<file path="src/hw/rtl/tmm_pkg.sv">
package tmm_pkg;

  localparam int FIELD_W = 24;
  localparam int NODES = 6;
  localparam int ROW_W = 3;
  localparam int ENTRY_W = 48;
  localparam int DET_W = 51;
  localparam int DMAG_W = 50;
  localparam int SUM_W = 30;
  localparam int SMAG_W = 29;
  localparam int COEF_W = 6;
  localparam int RULES = 21;
  localparam int RULE_W = 5;
  localparam int INPUT_FRAC_BITS_DEF = 16;
  localparam logic [ROW_W-1:0] LAST_ROW = ROW_W'(NODES - 1);

  typedef struct packed {
    logic signed [FIELD_W-1:0] x_corner_0;
    logic signed [FIELD_W-1:0] y_corner_0;
    logic signed [FIELD_W-1:0] x_corner_1;
    logic signed [FIELD_W-1:0] y_corner_1;
    logic signed [FIELD_W-1:0] x_corner_2;
    logic signed [FIELD_W-1:0] y_corner_2;
    logic signed [FIELD_W-1:0] coef_node_0;
    logic signed [FIELD_W-1:0] coef_node_1;
    logic signed [FIELD_W-1:0] coef_node_2;
    logic signed [FIELD_W-1:0] coef_node_3;
    logic signed [FIELD_W-1:0] coef_node_4;
    logic signed [FIELD_W-1:0] coef_node_5;
  } in_t;

  typedef struct packed {
    logic [ROW_W-1:0] row_index;
    logic signed [ENTRY_W-1:0] entry_0;
    logic signed [ENTRY_W-1:0] entry_1;
    logic signed [ENTRY_W-1:0] entry_2;
    logic signed [ENTRY_W-1:0] entry_3;
    logic signed [ENTRY_W-1:0] entry_4;
    logic signed [ENTRY_W-1:0] entry_5;
    logic last_row;
  } out_t;

  // element handed from front to back: determinant plus raw coefficients
  typedef struct packed {
    logic signed [DET_W-1:0] det;
    logic [NODES-1:0][FIELD_W-1:0] coef;
  } mid_t;

  // upper triangle, row by row; divisor code k means 315 * 2^k
  localparam logic signed [COEF_W-1:0] RULE_C [RULES][NODES] = '{
    '{ 6'sd9, -6'sd1, -6'sd1,  6'sd2,  6'sd6,  6'sd6},
    '{-6'sd2, -6'sd2,  6'sd1,  6'sd0,  6'sd0, -6'sd4},
    '{-6'sd2,  6'sd1, -6'sd2,  6'sd0, -6'sd4,  6'sd0},
    '{ 6'sd1,  6'sd0,  6'sd0, -6'sd4, -6'sd2, -6'sd2},
    '{ 6'sd3,  6'sd0, -6'sd1, -6'sd2,  6'sd0,  6'sd0},
    '{ 6'sd3, -6'sd1,  6'sd0, -6'sd2,  6'sd0,  6'sd0},
    '{-6'sd1,  6'sd9, -6'sd1,  6'sd6,  6'sd2,  6'sd6},
    '{ 6'sd1, -6'sd2, -6'sd2, -6'sd4,  6'sd0,  6'sd0},
    '{ 6'sd0,  6'sd3, -6'sd1,  6'sd0, -6'sd2,  6'sd0},
    '{ 6'sd0,  6'sd1,  6'sd0, -6'sd2, -6'sd4, -6'sd2},
    '{-6'sd1,  6'sd3,  6'sd0,  6'sd0, -6'sd2,  6'sd0},
    '{-6'sd1, -6'sd1,  6'sd9,  6'sd6,  6'sd6,  6'sd2},
    '{ 6'sd0, -6'sd1,  6'sd3,  6'sd0,  6'sd0, -6'sd2},
    '{-6'sd1,  6'sd0,  6'sd3,  6'sd0,  6'sd0, -6'sd2},
    '{ 6'sd0,  6'sd0,  6'sd1, -6'sd2, -6'sd2, -6'sd4},
    '{-6'sd2,  6'sd0,  6'sd0,  6'sd18, 6'sd6,  6'sd6},
    '{-6'sd2, -6'sd2,  6'sd0,  6'sd12, 6'sd12, 6'sd8},
    '{-6'sd2,  6'sd0, -6'sd2,  6'sd12, 6'sd8,  6'sd12},
    '{ 6'sd0, -6'sd2,  6'sd0,  6'sd6,  6'sd18, 6'sd6},
    '{ 6'sd0, -6'sd2, -6'sd2,  6'sd8,  6'sd12, 6'sd12},
    '{ 6'sd0,  6'sd0, -6'sd2,  6'sd6,  6'sd6,  6'sd18}
  };

  localparam logic [1:0] RULE_K [RULES] = '{
    2'd2, 2'd3, 2'd3, 2'd1, 2'd1, 2'd1, 2'd2, 2'd3, 2'd1, 2'd1, 2'd1,
    2'd2, 2'd1, 2'd1, 2'd1, 2'd0, 2'd1, 2'd1, 2'd0, 2'd1, 2'd0
  };

  localparam logic [RULE_W-1:0] RULE_OF [NODES][NODES] = '{
    '{5'd0, 5'd1,  5'd2,  5'd3,  5'd4,  5'd5},
    '{5'd1, 5'd6,  5'd7,  5'd8,  5'd9,  5'd10},
    '{5'd2, 5'd7,  5'd11, 5'd12, 5'd13, 5'd14},
    '{5'd3, 5'd8,  5'd12, 5'd15, 5'd16, 5'd17},
    '{5'd4, 5'd9,  5'd13, 5'd16, 5'd18, 5'd19},
    '{5'd5, 5'd10, 5'd14, 5'd17, 5'd19, 5'd20}
  };

endpackage

</file>
<file path="src/hw/rtl/tmm_front.sv">
module tmm_front (
  input  logic            clk,
  input  logic            rst,
  input  logic            push,
  input  tmm_pkg::in_t    item,
  output logic            full,
  output logic            qpush,
  output tmm_pkg::mid_t   qdata,
  input  logic            qfull
);

  localparam int DW = tmm_pkg::FIELD_W + 1;
  localparam int PW = 2 * DW;

  logic adv;
  logic v1;
  logic v2;
  logic signed [DW-1:0] dx1, dy1, dx2, dy2;
  logic signed [PW-1:0] p1, p2;
  logic [tmm_pkg::NODES-1:0][tmm_pkg::FIELD_W-1:0] coef1, coef2;

  assign adv = !(v2 && qfull);
  assign full = !adv;
  assign qpush = v2 && !qfull;
  assign qdata.det = tmm_pkg::DET_W'(p1) - tmm_pkg::DET_W'(p2);
  assign qdata.coef = coef2;

  always_ff @(posedge clk) begin
    if (rst) begin
      v1 <= 1'b0;
      v2 <= 1'b0;
    end else if (adv) begin
      v1 <= push;
      v2 <= v1;
    end
  end

  always_ff @(posedge clk) begin
    if (adv) begin
      dx1 <= DW'(item.x_corner_1) - DW'(item.x_corner_0);
      dy1 <= DW'(item.y_corner_1) - DW'(item.y_corner_0);
      dx2 <= DW'(item.x_corner_2) - DW'(item.x_corner_0);
      dy2 <= DW'(item.y_corner_2) - DW'(item.y_corner_0);
      coef1 <= {item.coef_node_5, item.coef_node_4, item.coef_node_3,
                item.coef_node_2, item.coef_node_1, item.coef_node_0};
      p1 <= PW'(dx1) * PW'(dy2);
      p2 <= PW'(dy1) * PW'(dx2);
      coef2 <= coef1;
    end
  end

endmodule

</file>
<file path="config.mk">
export PLATFORM = sky130hd
export DESIGN_NAME = tmm_front
export DESIGN_NICKNAME = d
export VERILOG_FILES = /design/src/hw/rtl/tmm_pkg.sv /design/src/hw/rtl/tmm_front.sv
export SDC_FILE = /design/constraint.sdc
export NUM_CORES = 2
export LEC_CHECK = 0
export BUFFER_PORTS_ARGS = -buffer_cell sky130_fd_sc_hd__buf_2
export CAP_MARGIN = 40
export CELL_PAD_IN_SITES_DETAIL_PLACEMENT = 1
export CELL_PAD_IN_SITES_GLOBAL_PLACEMENT = 1
export CORE_MARGIN = 1
export CORE_UTILIZATION = 40
export DETAILED_ROUTE_END_ITERATION = 6
export GPL_TIMING_DRIVEN = 0
export PLACE_DENSITY = 0.74
export RECOVER_POWER = 25
export SLEW_MARGIN = 20
export SYNTH_ARGS = -nofsm -noshare
export SYNTH_HDL_FRONTEND = slang
export SYNTH_SLANG_ARGS = --single-unit
</file>
<file path="constraint.sdc">
create_clock -name clk -period 36 [get_ports clk]
set_input_delay 5.4 -clock clk [delete_from_list [all_inputs] [get_ports clk]]
set_output_delay 5.4 -clock clk [all_outputs]
set_load 0.1 [all_outputs]
</file>
* After elaboration in Yosys (flattened, before gate mapping)
Cells that the tools add are included.
** Cells by class
- Add/sub/neg operators :: 5
- Multipliers :: 2
- Reductions and logical operators :: 3
** Operator list (count)
- multiplier 25 x 25 -> 50 bit :: 2
- subtractor 24 x 24 -> 25 bit :: 4
- subtractor 50 x 50 -> 51 bit :: 1
- logical AND 1 bit :: 2
- logical NOT 1 bit :: 1
** Storage, ports and cells
- Bits of input ports :: 292
- Output and inout port bits :: 197
- Register bits :: 490

* Logic depth before layout (Yosys ltp)
- Depth after elaboration :: 2
- Mapped depth :: 29
- Depth with buffers taken out :: 26

* Worst setup path before layout
No wires, ideal clock.
- Path type :: input port to output port
- Start :: input qfull
- End :: output full
- Path buffers :: 0
- Path slack :: 9.976 ns
- Stages :: 2
- Data required time :: 30.600 ns
- Data arrival time :: 20.624 ns
- Cell sequence :: nand2_1 -> inv_1
** Between the ends
- Word-level cells in the longest chain between the ends :: 1
** Ends and longest elaborated chain
- start: declaration :: line tmm_front.sv:9 : input logic qfull
- logical AND 1 bit :: line tmm_front.sv:22 : assign adv = !(v2 && qfull);
- end: declaration :: line tmm_front.sv:6 : output logic full,
No other way between the ends.

* Worst setup path after layout
Ends and elaborated chain as after synthesis.

==> summary.md <==
| Metric | Value |
|---|---|
| Synth Cell Area | 0.06731 mm^2 |
| # setup viols final | 0 |
| Overall global routing resource usage | 28.78% |
| Worst r2r src | dx2[4]$_DFFE_PN_ |
| Final Hold Viols | 0 |
| CP required | about 31 ns |
| Setup_tns | 0 ns |
| CTS resizes | 0 |
| Worst-Margin Slew | slightly below 1 ns |
| Fin Clk Skew | roughly 0.05 ns |
| Clock sinks | 490 |
| Row count | 150 |
| Vias in the first global route | between 50000 and 60000 |
| Fillcell total | between 15000 and 20000 |
| Reg clk slew, reported paths | about 0.060 ns |
| ANT nets after route | 0 |
| Period utilisation layout | between 30 and 40% |
| First-pass GRT wire length | between 300 and 400 mm |
| Clk buf depth | 3 |
| R2r setup slk | approximately 27 ns |
| Initial Utilization | about two fifths |
| Total number of vias | approximately 49000 |
| Share of the yosys chip area belonging to registers | roughly 22% |
| Slowest CP cell | buf_2 |
| GR Overflow Total | 0 |
| Critical Path End | full |
| Synth cell count leaders | inv_1, fa_1, nand2_1 |
| YS warnings | 0 |
| Met1 Use GR | between 30% and 40% |
| DIE WIDTH | just over 400 um |
| Avg Synthesized Cell Area | between 10 and 15 um^2 |
| Ys flop type | edfxtp_1 |
| Top cells by area, synth | fa_1, edfxtp_1, ha_1 |
| FF/Latch Area | roughly 0.015 mm^2 |
| Postcts setup bufs | 0 |
| Max Slew Vio Count | 0 |
| Nets | 9093 |
| Max-Cap Viols | 0 |
| Routed WL | 239.6 mm |
| Top cell by count, worst path | buf_2 |
| Worst-skew pair later-pin latency | 0.72 ns |
| Fin util | between 40% and 50% |
| Kind of cell adding the most delay to the critical path | buffers and inverters |
| Final hold slack | about 0.4 ns |
| #FFs+latches synth | 490 |
| Number of DRC markers in iteration 0 | ~3200 |
| Mapped Cells | 6458 |
| Core area | 0.1670 mm^2 |
| Num CTS Buffers | 57 |
| WL per Instance | 25.72 um |
| Largest area contributor in the netlist | fa_1 |
| WP depth | 4 |
| Critical path buffers and inverters | 3 |
| WP data arrival | 6.45 ns |
| Outcome | finished, final reports clean |
| Top cell type's share of synthesized area | 39.29% |
| Multi-input logic area | between 0.04 and 0.05 mm^2 |
| Global Route met2 Usage | between 40% and 50% |
| Critical Path Source Type | input pin |
| Kind of critical path | in2out |
| Fmax | between 80 and 90 MHz |
| Worst relative slew slack | between 30% and 40% |
| Die H | roughly 410 um |
| Type of destination of the critical path | output pin |
| Area growth, synth to finish | 11.70% |
| Worst r2r dst | p2[49]$_DFFE_PN_ |
| Die area | around 0.17 mm^2 |
| Root Driver | clkbuf_16 |
| Post-synth EDFFs | between 400 and 500 |
| Post-CTS Hold Fix Bufs | 0 |
| Met3 usage | around 6.5% |
| GP Congestion | 0.9829 |
| Ys async rst share | 0% |
| IO Count | around 500 |
| H-tree levels | 2 |
| Largest net degree at the start of global routing | 64 |
| Maximum fanout along the worst path | 33 |
| Critical path's largest stage delay | between 0.4 and 0.5 ns |
| Unrepaired setup endpoints after global routing | false |
| Port Buffer Count | between 400 and 500 |
| Hold Path Class | reg2reg |
| Pre-antenna DRT Iters | 5 |
| Crit path cell chain | buf_2 > nand2_4 > inv_1 > buf_2 |
| Initial antenna violation count | 40 |
| Via density | approximately 5.3 |
| Post-synth cell types | 80 |
| Fin crit period | 11.85 ns |
| Share of post-route cells with drive strength above 1 | a little under a tenth |
| Busiest metal layer after global routing | met2 |
| Placed insts | between 9000 and 10000 |
| Syn nets | roughly 8500 |
| Top-count cell post-synth | inv_1 |
| Finished Layout Cells | between 9000 and 10000 |
| Remaining DRCs | 0 |
| Crit path launch | qfull |
| CTS tree | yes |
| Worst reg2reg path depth | 25 |
| DP HPWL | just over 200 mm |
[final cells by class]
class	count	area share, %
Multi-Input combinational cell	4317	61.83
Sequential cell	490	19.54
Inverter	1422	7.099
Timing Repair Buffer	535	4.129
Tap cell	2204	3.668
Clock buffer	69	1.957
Buffer	229	1.155
Clock inverter	36	0.5625
Antenna cell	16	0.05325
[kinds of logic (layout without fill, tap and decap cells)]
group	Yosys count	count (layout)	share of synthesized area (%)
fa+ha+maj	1749	1749	47.25
simple gates	1742	1742	12.87
buf+inv	1651	2291	9.220
compound gates	603	603	5.928
flops	490	490	21.83
xor+xnor	222	222	2.889
mux	1	1	0.01673
other cells	0	16	0
[cells in the final DEF (no fill, tap or decap), types with 82 or more instances in the layout]
master,instances
xnor2_1,162
edfxtp_1,488
nand2_1,715
inv_1,1421
a21oi_1,169
and2_1,599
buf_2,484
nor2_1,155
clkbuf_1,241
ha_1,428
o21ai_0,117
fa_1,1321
a21o_1,82
[metrics by stage]
| step | instance area, um^2 | worst slack, ns |
|---|---|---|
| finish | 75180 | 24.15 |
| global route | 75150 | 24.08 |
| CTS | 75020 | 24.15 |
| detailed placement | 73130 | 24.16 |
| global placement | 72510 | 8.981 |
| floorplan | 67310 | 9.976 |
[how the worst min path moves through the flow]
stage | start | cells after the start | to
floorplan | coef1[0]$_DFFE_PN_ | 0 | qdata[0]$_DFFE_PN_
global placement | coef1[18]$_DFFE_PN_ | 0 | qdata[18]$_DFFE_PN_
detailed placement | coef1[87]$_DFFE_PN_ | 0 | qdata[87]$_DFFE_PN_
CTS | coef1[39]$_DFFE_PN_ | 0 | qdata[39]$_DFFE_PN_
global route | coef1[39]$_DFFE_PN_ | 0 | qdata[39]$_DFFE_PN_
finish | coef1[39]$_DFFE_PN_ | 0 | qdata[39]$_DFFE_PN_
[metal layers]
metal,vias to the layer above,share of wire [%]
li1,21040,-
met1,25760,38
met2,1902,48
met4,32,5.4
met3,499,8.0
met5,-,0.089
[state kept, by name, summed over array words and instances (netlist names)]
register  flops
dx2          25
p2           50
v2            1
p1           50
dx1          25
v1            1
coef1       144
dy2          25
dy1          25
qdata       144
Power is left out: the tool's default activity adds up to more than one toggle a clock period on the data nets, which glitch-free logic cannot reach.
