===== src/hw/rtl/tmm_fifo.sv =====
module tmm_fifo #(
  parameter type T = logic,
  parameter int DEPTH = 2
) (
  input  logic clk,
  input  logic rst,
  input  logic push,
  input  T     wdata,
  output logic full,
  input  logic pop,
  output T     rdata,
  output logic empty
);

  localparam int PW = $clog2(DEPTH);
  localparam int CW = $clog2(DEPTH + 1);

  T mem [DEPTH];
  logic [PW-1:0] wptr;
  logic [PW-1:0] rptr;
  logic [CW-1:0] cnt;
  logic do_wr;
  logic do_rd;

  assign full = (cnt == CW'(DEPTH));
  assign empty = (cnt == '0);
  assign do_wr = push && !full;
  assign do_rd = pop && !empty;
  assign rdata = mem[rptr];

  always_ff @(posedge clk) begin
    if (do_wr) begin
      mem[wptr] <= wdata;
    end
  end

  always_ff @(posedge clk) begin
    if (rst) begin
      wptr <= '0;
      rptr <= '0;
      cnt <= '0;
    end else begin
      if (do_wr) begin
        wptr <= (wptr == PW'(DEPTH - 1)) ? '0 : wptr + 1'b1;
      end
      if (do_rd) begin
        rptr <= (rptr == PW'(DEPTH - 1)) ? '0 : rptr + 1'b1;
      end
      if (do_wr && !do_rd) begin
        cnt <= cnt + 1'b1;
      end else if (!do_wr && do_rd) begin
        cnt <= cnt - 1'b1;
      end
    end
  end

endmodule


===== config.mk =====
export PLATFORM = sky130hd
export DESIGN_NAME = tmm_fifo
export DESIGN_NICKNAME = d
export VERILOG_FILES = /design/src/hw/rtl/tmm_fifo.sv
export SDC_FILE = /design/constraint.sdc
export NUM_CORES = 1
export LEC_CHECK = 0
export ABC_CLOCK_PERIOD_IN_PS = 4400
export BUFFER_PORTS_ARGS = -buffer_cell sky130_fd_sc_hd__buf_4
export CAP_MARGIN = 20
export CORE_AREA = 8 8 45 47
export CTS_BUF_LIST = sky130_fd_sc_hd__clkbuf_2 sky130_fd_sc_hd__clkbuf_4 sky130_fd_sc_hd__clkbuf_8
export CTS_CLUSTER_SIZE = 28
export DETAILED_ROUTE_END_ITERATION = 7
export DIE_AREA = 0 0 53 55
export GPL_ROUTABILITY_DRIVEN = 0
export MAX_ROUTING_LAYER = met4
export PLACE_DENSITY = 0.49
export SLEW_MARGIN = 10
export SYNTH_ARGS = -nofsm -noshare
export SYNTH_HDL_FRONTEND = slang
export SYNTH_SLANG_ARGS = --single-unit

===== constraint.sdc =====
create_clock -name clk -period 4.4 [get_ports clk]
set_input_delay 0.66 -clock clk [delete_from_list [all_inputs] [get_ports clk]]
set_output_delay 0.66 -clock clk [all_outputs]
set_load 0.03 [all_outputs]

Word-level counts from Yosys, hierarchy flattened
Memories as Yosys holds them, arrays and structs flattened. A register that Yosys moved wholly into a read port is not among the register bits.
Cells that the tools add are included.
- output and inout bits: 3
- flip-flop bits (word level): 4
- word-level logic and storage cells: 27
- bits of input ports: 5
- bits in writable memories: 2
- memories kept: 1
- memory list (memory ; depth ; width ; rd ports ; clocked after memory_dff ; write ports ; line ; text):
    mem ; 2 ; 1 ; 1 ; 1 ; 1 ; 18 ; T mem [DEPTH];
- equality and inequality tests: 1
- reduce and logical (&&, ||, !) cells: 10
- muxes and demuxes: 8
- add/sub/neg operators: 4
- operator list (kind ; number):
    two-way mux 1 bit ; 6
    logical AND 1 bit ; 4
    logical NOT 1 bit ; 4
    two-way mux 2 bit ; 2
    adder 1 bit, second input constant ; 2
    adder 2 x 1 -> 2 bit, second input constant ; 1
    equality test 2 bit, second input constant ; 1
    logical NOT 2 bit ; 1
    nonzero test 2 bit ; 1
    subtractor 2 x 1 -> 2 bit, second input constant ; 1

Logic depth before layout (Yosys ltp)
Gate-level depths: netlist of run 1.
- depth in word-level cells: 7
- gate-level depth with buffers: 6
- mapped depth without buffers: 6

Least setup slack after synthesis of run 1
Ideal clock, no wire load.
- path kind: register to register
- from: reg cnt[1]
- to: reg cnt[1]
- clock period less this slack: 1.649 ns
- setup time: 0.070 ns
- arrival time: 1.579 ns
- required time: 4.330 ns
- path slack: 2.751 ns
- cell stages (with the launch flop): 6
- cell sequence: dfxtp_1 > nor2b_2 > nor2_1 > ha_1 > or3_1 > a21oi_1
- word-level cells in the longest chain between the ends: 6
- elaborated cells on any way between the ends: 15
- those cells by class: 2 x add/sub; 1 x eq/ne; 2 x mux; 10 x reduce/logical
- RTL lines (item ; line ; text):
    start, declared ; 21 ; logic [CW-1:0] cnt;
    start signal, assigned ; 50 ; cnt <= cnt + 1'b1;
    start signal, assigned ; 52 ; cnt <= cnt - 1'b1;
    equality test 2 bit (*) ; 25 ; assign full = (cnt == CW'(DEPTH));
    named net full ; 9 ; output logic full,
    logical NOT 1 bit (*) ; 27 ; assign do_wr = push && !full;
    logical AND 1 bit (*) ; 27 ;
    logical NOT 1 bit ; 51 ; end else if (!do_wr && do_rd) begin
    logical AND 1 bit ; 51 ;
    nonzero test 2 bit (no line) ; -- ;
The timed path passes the listed nets; every way through them passes the cells marked *. The select of a mux whose other input is x is not followed.
A chain may end at the register's enable or synchronous reset.

==> results of run 1 <==
-- cell usage after synthesis --
cell type,n
sky130_fd_sc_hd__inv_1,2
sky130_fd_sc_hd__and2_1,1
sky130_fd_sc_hd__ha_1,1
sky130_fd_sc_hd__a21oi_1,2
sky130_fd_sc_hd__or3_1,2
sky130_fd_sc_hd__nor2_1,5
sky130_fd_sc_hd__o21ai_0,3
sky130_fd_sc_hd__dfxtp_1,5
sky130_fd_sc_hd__mux2_2,1
sky130_fd_sc_hd__xor2_1,3
sky130_fd_sc_hd__nor2b_2,1
sky130_fd_sc_hd__edfxtp_1,2
-- layout make-up --
| cell class | instances | area share, % |
|---|---|---|
| clock buffer | 4 | 7.67 |
| inverter | 2 | 1.92 |
| multi-input combinational | 19 | 31.0 |
| sequential | 7 | 40.9 |
| tap | 16 | 5.11 |
| timing repair buffer | 7 | 13.4 |
-- cells by family after synthesis --
group                    after synthesis  share of synthesized area, %
AND/OR/NAND/NOR                        9                          16.0
flip-flops                             7                          55.4
AO/OA/AOI/OAI                          5                          8.66
XOR/XNOR                               3                          9.09
buffers and inverters                  2                          2.60
multiplexers                           1                          3.90
adder cells (fa/ha/maj)                1                          4.33
-- metrics by stage --
step / hold WS (ps) / util, %
4_1_cts: 491 / 28.3
6_report: 488 / 28.3
3_3_place_gp: 469 / 26.1
3_5_place_dp: 483 / 26.1
2_1_floorplan: 452 / -
5_1_grt: 537 / 28.3
-- power breakdown --
group	total, mW	internal, mW	switching (mW)
Clock	0.0642	0.0407	0.0234
Sequential	0.100	0.0864	0.0140
Combinational	0.113	0.0492	0.0642
-- per-layer routing --
| layer | part of all wire, % | vias to the layer above | GRT usage, % |
|---|---|---|---|
| met5 | 0 | - | - |
| met4 | 1.1 | 0 | 5.17 |
| met3 | 2.8 | 2 | 2.41 |
| met2 | 51 | 3 | 6.45 |
| met1 | 45 | 103 | 3.99 |
| li1 | - | 114 | - |
-- worst max-delay path by stage --
| stage | endpoint | slack [ps] | cells after the start |
|---|---|---|---|
| floorplan | cnt[1]$_SDFFE_PP0P_ | 2750 | 5 |
| global route | rdata | 2630 | 2 |
| global placement | cnt[1]$_SDFFE_PP0P_ | 2620 | 5 |
| finish | rdata | 2670 | 2 |
| CTS | rdata | 2660 | 2 |
| detailed placement | cnt[1]$_SDFFE_PP0P_ | 2610 | 5 |
-- worst min-delay path, stage by stage, from the launching register on --
cell	delay (ps)
sky130_fd_sc_hd__dfxtp_1	310
sky130_fd_sc_hd__o21ai_0	70
sky130_fd_sc_hd__a21oi_1	60
==> results.txt, run 1 <==
The flow ran to the end, and the final reports show no timing, DRC or antenna violations. After layout, the worst path uses 39.3% of the clock period. The largest driver fanout on the critical path is 1. In the layout the commonest cells are sky130_fd_sc_hd__buf_4, sky130_fd_sc_hd__nor2_1, sky130_fd_sc_hd__dfxtp_1. After synthesis, the largest area contributor takes up 34.6% of total cell area. TritonCTS built the clock tree.

The mean post-synth cell area was 10.3 um^2; the number of warnings reported in the yosys synthesis log was 0. In the final design database the tool counted 46 nets. During I/O placement, the number of pins put on the boundary was 8.

Detailed placement ended at an HPWL of 436 um. The startpoint identified for the worst hold timing path is wptr$_SDFFE_PP0N_. The commonest non-fill, non-tap cell in the layout is sky130_fd_sc_hd__buf_4.

The run gives 1 as the total number of H-tree levels. Measured along the x axis, the die boundary spans 53 um. The first global-routing pass estimated 869 um of wire. The post-placement setup slack came out at 2610 ps. The routed layout has 222 vias. The number of nets with antenna violations after routing was 0; the non-filler instance count after layout was 55.

The tools report the setup slack after layout as 2670 ps. Derived from the worst setup path, the maximum achievable clock frequency is 0.579 GHz. Largest buffer count on any clock path: 2. Once layout is done, the placed cells without fillers occupy 392 um^2. Clock tree synthesis selected as its root buffer the cell sky130_fd_sc_hd__clkbuf_4.

The critical path is of the reg2out type. The die covers 2920 um^2. The power density over the cells came out at 710 nW/um^2. The net count after synthesis came out at 34.

The chip height works out to 55 um. The cell area after synthesis is 289 um^2, and the number of cells on the worst reg-to-reg path is 4. Total CTS buffers: 3.

In the post-synthesis netlist, the biggest area contributors are sky130_fd_sc_hd__dfxtp_1, sky130_fd_sc_hd__edfxtp_1, sky130_fd_sc_hd__xor2_1, sky130_fd_sc_hd__nor2_1, sky130_fd_sc_hd__o21ai_0. The post-cts gate resize count was 0. The post-synthesis sequential element count came out at 7. The combined buffer and inverter count along the critical path was 1. The run gives 0 ps as the setup TNS after final layout. The number of antenna violations at the first check in global routing was 0; the placement row count was 14. The tools report the aggregate routed wire length as 544 um. The worst register-to-register path begins at cnt[0]$_SDFFE_PP0P_. In the routed design, unresolved DRC markers number 0.

For flop-to-flop paths, the worst setup slack is 2870 ps. Setup repair after global routing left no endpoint under its margin. Number of inserted diodes: 0. The tools report the type of destination of the critical path as an output pin. The first routing iteration left 10 violations. The tools report the worst-case vdd ir drop as 0.209 mV. The instance count along the most critical hold path was 2.

After detailed routing, the number of vias per cell comes to 4.04. Count of mapped cells out of synthesis: 28. Worst-case hold path end point: wptr$_SDFFE_PP0N_. For this run, the register share of the synthesized area comes to 55.4%.

The number of max-cap violations came out at 0. For the final count of negative-setup-slack endpoints, the log shows 0. The register clock-pin slew on the reported worst setup and hold paths works out to 50 ps. The path class of the tightest hold or removal check is reg2reg. STA classifies the critical path startpoint as a flop. The clock drives 7 sinks. The cell family with the largest share of critical-path delay was multiplexers.

The number of buffers added on ports is 7. For this design the static power due to leakage is 0.175 nW. The register cell area after layout is 160 um^2, and the delay contributed by the slowest stage of the critical path is 330 ps. The number of iterations in the first detailed-routing pass came out at 2. The fraction of layout cells with a size suffix above 1 was 33.3%; the worst setup skew after layout was 1.33 ps. After clock tree synthesis, the flow added hold-fix buffers numbering 0. Data on the critical path arrives at its endpoint at 1070 ps. Cell taking the most area after synthesis: sky130_fd_sc_hd__dfxtp_1. The growth of design area from synthesis to finish came out at 35.5%.

Fill cells in the final layout number 147. Routed length per instance: 9.89 um. The tools report the critical register-to-register path endpoint as cnt[1]$_SDFFE_PP0P_. The multi-input combinational cell area is 121 um^2, and the worst-case headroom to the max-slew limit is 79.0%.

At the pin with the least slew margin, the transition time is 312 ps. The tools report the number of endpoints with negative hold slack in the final report as 0. Entering global routing, the biggest net connects 6 pins.

The tools report the cell area after placement as 362 um^2. The largest individual stage delay along the critical path comes from the cell sky130_fd_sc_hd__mux2_2. The logs give 0 for the number of pins with negative max-slew slack in the final report and 20.9% for the effective utilization at floorplan. Via count of the first global-routing pass: 223.

The total grt overflow is 0, and the buffer count from post-CTS setup fixing is 0. The signal on the critical path passes through mux2_2, buf_4. Endpoint required time on the critical path: 3740 ps. The logs give 1380 um^2 for the standard cell core area and 4.52% for the global router's overall resource usage.

Once placement completed, the tool counted placed cells totaling 51. The total power draw is 0.278 mW. After synthesis, the netlist uses 12 different library cells. The smallest clock period supported by the final layout is computed as 1730 ps.

Clock latency on the worst-skew pair, taken at its later pin, is 250 ps.
No activity file was read; power rests on OpenSTA's default activity.
==> inputs of run 2 (changes only) <==
Settings changed: ABC_AREA set to 1, ABC_CLOCK_PERIOD_IN_PS 4400 to 1500, PLACE_DENSITY 0.49 to 0.53.
Clock period 4.4 ns to 1.5 ns, I/O delays scaled along.
==> results.txt, run 2 <==
The number of endpoints with negative hold slack in the final report came out at 0 (unchanged). The via count normalized by instance count is 4.15 (+2.7%), and the number of max-cap violations is 0 (unchanged). The total DRC errors in the routed layout was 0 (unchanged). The tools report the number of antenna violations at the first check in global routing as 0 (unchanged). The root buffer cell chosen for the clock tree is sky130_fd_sc_hd__clkbuf_4.

Proportion of register bits with asynchronous set or reset after synthesis: 0% (unchanged). The biggest area contributor in the post-synthesis netlist is sky130_fd_sc_hd__dfxtp_1. The tools report the number of iterations in the first detailed-routing pass as 2 (unchanged).

Type of destination of the critical path: a flop. The tools report the placement row count as 14 (unchanged). The chip height came out at 55 um (unchanged). STA classifies the critical path startpoint as a flop.

The clock latency at the later pin of the worst-skew pair was 250 ps (about the same). The net count after synthesis is 46 (+35%), and the I/O pin count is 8 (unchanged). The largest net degree at the start of global routing came out at 7 (+1). The die area was 2920 um^2 (unchanged).

Worst path arrival time: 1530 ps (+460 ps). Largest driver fanout on the critical path: 6 (+5). The total number of H-tree levels came out at 1 (unchanged).

The number of inserted diodes came out at 0 (unchanged). The fmax was 0.728 GHz; the post-placement setup slack was 143 ps (-2470 ps). The transition time at the pin with the least slew margin came out at 258 ps (-53.5 ps). The final-stage net count is 59 (+28%), and the growth of design area from synthesis to finish is 34.0%.

The clock period could shrink to 1370 ps. The number of buffers added on ports is 7 (unchanged), and the worst-case headroom to the max-slew limit is 82.8% (+3.8 points). The path category of the worst min-delay check was in2reg. For the first-pass GRT wire length, the log shows 917 um (+5.5%).

The sequential share of the synthesized area came out at 49.4% (-6.0 points). The die boundary width is 53 um (unchanged). The commonest non-fill, non-tap cell in the layout is sky130_fd_sc_hd__nor2_1.

Number of warnings reported in the yosys synthesis log: 0 (unchanged). The register clock-pin slew on the reported worst setup and hold paths works out to 60 ps (about the same). The endpoint required time on the critical path came out at 1660 ps (-2080 ps).

The logs give 4.89 ps (+3.55 ps) for the worst setup skew after layout and 282 (+27%) for the overall via count from detail_route. For the cell area after synthesis, the log shows 324 um^2 (+12%). The final cycle utilization of the critical path works out to 91.5%. The final count of negative-setup-slack endpoints is 0 (unchanged). Number of flops mapped to enable cells by yosys: 2 (unchanged). The routed length per instance was 9.15 um (-7.5%). The standard cell core area is 1380 um^2 (unchanged). The total CTS buffers was 3 (unchanged); the HPWL after detailed placement was 480 um (+10%).

The number of nets with antenna violations after routing was 0 (unchanged). The commonest cells after synthesis are sky130_fd_sc_hd__nor2_1, sky130_fd_sc_hd__inv_1, sky130_fd_sc_hd__dfxtp_1, sky130_fd_sc_hd__inv_2, sky130_fd_sc_hd__nand2_1. For the sink count of the clock tree, the log shows 7 (unchanged). The number of unique standard cell types used by synthesis is 16 (+4), and the number of pins with negative max-slew slack in the final report is 0 (unchanged). Post-synthesis sequential element count: 7 (unchanged). The number of design-rule violations left by the first detailed-router iteration came out at 4 (-6). After synthesis, the cell types taking the most area are sky130_fd_sc_hd__dfxtp_1, sky130_fd_sc_hd__edfxtp_1, sky130_fd_sc_hd__nor2_1, sky130_fd_sc_hd__inv_1, sky130_fd_sc_hd__o21ai_2.

The primary flip-flop cell chosen by synthesis mapping is sky130_fd_sc_hd__dfxtp_1. The fraction of layout cells with a size suffix above 1 is 36.5% (+3.2 points). sky130_fd_sc_hd__nor2_1 is the most common cell in the netlist. The setup slack after layout is 127 ps (-2550 ps). The delay contributed by the slowest stage of the critical path was 380 ps (+50 ps).

The run gives 0 (unchanged) as the number of buffers inserted for hold repair after clock tree synthesis. The run gives 23.4% (+2.5 points) as the effective utilization at floorplan. The via count of the first global-routing pass is 269 (+21%), and the top-area cell type share of the netlist area is 30.9% (-3.7 points).

The largest buffer count on any clock path came out at 2 (unchanged). The aggregate routed wire length was 622 um (+14%). The mean post-synth cell area was 8.10 um^2 (-22%); the count of mapped cells out of synthesis was 40 (+43%). The total grt overflow is 0 (unchanged). The leakage power is 0.206 nW (+17%). The logs give 1.05 mV (+400%) for the worst-case vdd ir drop and 0 (unchanged) for the buffer count from post-CTS setup fixing. The run finished with clean final reports. TritonCTS built the clock tree. The hold slack is 160 ps (-328 ps).

The worst setup path is of the reg2reg kind. In the layout the commonest cells are sky130_fd_sc_hd__nor2_1, sky130_fd_sc_hd__buf_4, sky130_fd_sc_hd__inv_1. The post-cts gate resize count was 0 (unchanged). The global router's overall resource usage came out at 4.75% (+0.23 points). Setup repair after global routing left no endpoint under its margin. The run gives 0 ps (unchanged) as the setup TNS after final layout. The slowest stage of the critical path belongs to the cell sky130_fd_sc_hd__dfxtp_1.

Power density over the cells: 2030 nW/um^2 (+190%). The critical path goes through o21ai_2, inv_2, ha_1, inv_1, nand4_1, nand2_1, nor2_1.
## run 2: changes by cell type after synthesis, moves of 2 or more
| cell | previous run | this run |
|---|---|---|
| sky130_fd_sc_hd__xor2_1 | 3 | 0 |
| sky130_fd_sc_hd__nor2_1 | 5 | 9 |
| sky130_fd_sc_hd__o21ai_2 | 0 | 2 |
| sky130_fd_sc_hd__inv_1 | 2 | 6 |
| sky130_fd_sc_hd__or3_1 | 2 | 0 |
| sky130_fd_sc_hd__nand2_1 | 0 | 3 |
| sky130_fd_sc_hd__inv_2 | 0 | 3 |
## run 2: metal layers
metal	vias up	routed length (um)	track usage, %
li1	150	-	-
met1	124	276	4.15
met2	8	298	7.42
met3	0	47	3.48
met4	0	0	2.59
met5	-	0	-
## run 2: cell type report
class	count	area [um^2]
Timing Repair Buffer	8	60.1
Multi-Input combinational cell	24	130
Fill cell	152	950
Clock buffer	4	30.0
Inverter	9	33.8
Sequential cell	7	160
Tap cell	16	20.0
## run 2: kinds of logic (layout without fill, tap and decap cells)
logic type / Yosys count / after routing / synth area share [%]
mux: 1 / 1 / 3.47
buf+inv: 9 / 21 / 10.4
fa+ha+maj: 1 / 1 / 3.86
flops: 7 / 7 / 49.4
simple gates: 16 / 16 / 21.2
compound gates: 6 / 6 / 11.6
## run 2: worst max-delay path: cells and delay by family, from the launching register on
kind / cells / cell delay [ps]
simple gates: 3 / 220
buf+inv: 2 / 140
fa+ha+maj: 1 / 300
compound gates: 1 / 240
flops: 1 / 380
## run 2: path summary, 6_finish.rpt
path                  startpoint             endpoint  slack, ps  cells past startpoint
max          cnt[0]$_SDFFE_PP0P_  cnt[1]$_SDFFE_PP0P_        130                      7
min                        wdata     mem[0]$_DFFE_PP_        160                      1
max reg2reg  cnt[0]$_SDFFE_PP0P_  cnt[1]$_SDFFE_PP0P_        130                      7
min reg2reg    wptr$_SDFFE_PP0N_    wptr$_SDFFE_PP0N_        500                      2
## run 2: through the flow
stage	power (mW)	instances	utilization (%)	area, um^2
2_1_floorplan	0.572	40	-	324
3_3_place_gp	0.692	64	29.2	404
3_5_place_dp	0.694	64	29.2	404
4_1_cts	0.899	68	31.4	434
5_1_grt	0.949	68	31.4	434
6_report	0.883	68	31.4	434
## run 2: report_power, final
group / switching (mW) / internal [mW]
clock: 0.0733 / 0.120
sequential: 0.0415 / 0.250
combinational: 0.238 / 0.161
total: 0.353 / 0.531
==> inputs of run 3 (changes only) <==
Settings changed: RECOVER_POWER set to 100.
==> results.txt, run 3 (synthesis results as in run 2) <==
The flow ran to the end, and the final reports show no timing, DRC or antenna violations. The setup slack after layout came out at 132 ps (+4.93 ps). Commonest non-fill, non-tap cell in the layout: sky130_fd_sc_hd__nor2_1. The placement row count was 14 (unchanged). The number of buffers inserted for hold repair after clock tree synthesis was 0 (unchanged). The worst setup skew after layout is 4.01 ps (-0.871 ps). Master cell of the clock root buffer: sky130_fd_sc_hd__clkbuf_4.

For the HPWL after detailed placement, the log shows 480 um (unchanged). The tools report the number of nets with antenna violations after routing as 0 (unchanged). Relative to the synthesized area, the layout overhead comes to 31.3%. For the first-pass GRT wire length, the log shows 917 um (unchanged). The logs give 0 (unchanged) for the number of max-cap violations and 1660 ps (about the same) for the endpoint required time on the critical path. Number of antenna violations at the first check in global routing: 0 (unchanged).

The tools report the buffer count from post-CTS setup fixing as 0 (unchanged). The register clock-pin slew on the reported worst setup and hold paths is 50 ps (about the same), and the overall via count from detail_route is 283 (+0.35%). STA classifies the critical path endpoint as a flop. The tools report the post-placement setup slack as 143 ps (unchanged).

The worst-case vdd ir drop was 0.991 mV (-5.6%); the power density over the cells was 2010 nW/um^2 (-0.96%). In the layout the commonest cells are sky130_fd_sc_hd__nor2_1, sky130_fd_sc_hd__inv_1, sky130_fd_sc_hd__dfxtp_1, sky130_fd_sc_hd__clkbuf_4, sky130_fd_sc_hd__buf_4. The path category of the worst min-delay check is in2reg.

For the utilization after layout, the log shows 30.7% (-0.63 points). The tools report the I/O pin count as 8 (unchanged). For the total number of H-tree levels, the log shows 1 (unchanged). The run gives 611 um (-1.8%) as the aggregate routed wire length. Via count normalized by instance count: 4.16 (+0.35%). The setup path with the least slack is of type reg2reg. The number of cells on the worst reg-to-reg path came out at 7 (unchanged). The reg-to-reg setup timing slack is 130 ps (about the same), and the fraction of layout cells with a size suffix above 1 is 34.6% (-1.9 points).

The die boundary width was 53 um (unchanged); the standard cell core area was 1380 um^2 (unchanged). The effective utilization at floorplan was 23.4% (unchanged); the setup TNS after final layout was 0 ps (unchanged). The critical path ends at cnt[1]$_SDFFE_PP0P_. The final-stage net count is 59 (unchanged), and the non-filler instance count after layout is 68 (unchanged). The routed length per instance works out to 8.99 um (-1.8%). The startpoint identified for the worst register-to-register timing path is cnt[0]$_SDFFE_PP0P_. For the via count of the first global-routing pass, the log shows 269 (unchanged).

The number of buffers added on ports works out to 7 (unchanged). Tracing the worst setup path back leads to its startpoint at cnt[0]$_SDFFE_PP0P_. The total DRC errors in the routed layout is 0 (unchanged), and the worst-case headroom to the max-slew limit is 75.3% (-7.5 points).

The final critical path time including I/O delays and setup was 1370 ps (-4.93 ps); the total power draw was 0.857 mW (-3.0%). The largest net degree at the start of global routing is 7 (unchanged), and the total CTS buffers is 3 (unchanged). The hold slack was 182 ps (+21.5 ps); the final cycle utilization of the critical path was 91.2% (-0.33 points). Chip height: 55 um (unchanged).

Setup repair after global routing left no endpoint under its margin. The critical register-to-register path endpoint is cnt[1]$_SDFFE_PP0P_. The clock latency at the later pin of the worst-skew pair was 260 ps (about the same). The leakage power is 0.200 nW (-2.7%). TritonCTS built the clock tree.

The tools report the final count of negative-setup-slack endpoints as 0 (unchanged). The number of pins with negative max-slew slack in the final report is 0 (unchanged), and the transition time at the pin with the least slew margin is 373 ps (+115 ps). The final non-filler cell area is 425 um^2 (-2.0%). The fmax is 0.731 GHz (+0.36%). For the die area, the log shows 2920 um^2 (unchanged).

The number of inserted diodes came out at 0 (unchanged). For the global router's overall resource usage, the log shows 4.75% (unchanged). Cell area after placement: 404 um^2 (unchanged). The worst setup path is launched from a flop.

The number of endpoints with negative hold slack in the final report came out at 0 (unchanged). The number of iterations in the first detailed-routing pass is 2 (unchanged), and the post-cts gate resize count is 0 (unchanged). The total grt overflow was 0 (unchanged); the instance count after placement with tap cells included was 64 (unchanged). The logs give 2 (unchanged) for the largest buffer count on any clock path and 4 (unchanged) for the number of design-rule violations left by the first detailed-router iteration.

The tools report the sink count of the clock tree as 7 (unchanged). The largest driver fanout on the critical path was 6 (unchanged); the worst path arrival time was 1530 ps (about the same).
==> run 3: changes by cell type in the layout (fill, tap and decap cells not counted) <==
cell                       before  now
sky130_fd_sc_hd__clkbuf_2       0    2
sky130_fd_sc_hd__buf_4          8    4
sky130_fd_sc_hd__clkbuf_4       4    5
sky130_fd_sc_hd__clkbuf_1       0    1
==> run 3: worst min-delay path by stage <==
stage	from	end	slack [ps]	cells past startpoint
after global routing	wdata	mem[1]$_DFFE_PP_	170	1
after detailed placement	wdata	mem[1]$_DFFE_PP_	420	1
after CTS	wdata	mem[1]$_DFFE_PP_	150	1
after global placement	wdata	mem[1]$_DFFE_PP_	420	1
final	wdata	mem[0]$_DFFE_PP_	180	1
after floorplan	wdata	mem[0]$_DFFE_PP_	320	0
==> run 3: where the power goes <==
| part | internal [mW] | switching (mW) | leakage (nW) |
|---|---|---|---|
| combinational | 0.136 | 0.236 | 0.122 |
| clock | 0.120 | 0.0744 | 0.0184 |
| sequential | 0.250 | 0.0409 | 0.0601 |
| total | 0.506 | 0.351 | 0.200 |
==> run 3: metal layers <==
metal	up-vias	wire length, um	GRT usage [%]	share of wire (%)
li1	149	-	-	-
met1	123	250	4.15	41
met2	9	287	7.42	47
met3	2	61	3.48	10
met4	0	11	2.59	1.8
met5	-	0	-	0
==> run 3: area by class of cell <==
cell class	instances	area, um^2
clock buffers	4	30.0
flip-flops and latches	7	160
repair buffers	8	51.3
multi-input cells	24	130
fillers	154	958
inverters	9	33.8
well taps	16	20.0
==> run 3: critical path: stages (launching register included) <==
cell                      delay (ps)
sky130_fd_sc_hd__dfxtp_1         370
sky130_fd_sc_hd__o21ai_2         240
sky130_fd_sc_hd__inv_2            60
sky130_fd_sc_hd__ha_1            300
sky130_fd_sc_hd__inv_1            80
sky130_fd_sc_hd__nand4_1         100
sky130_fd_sc_hd__nand2_1          80
sky130_fd_sc_hd__nor2_1           40
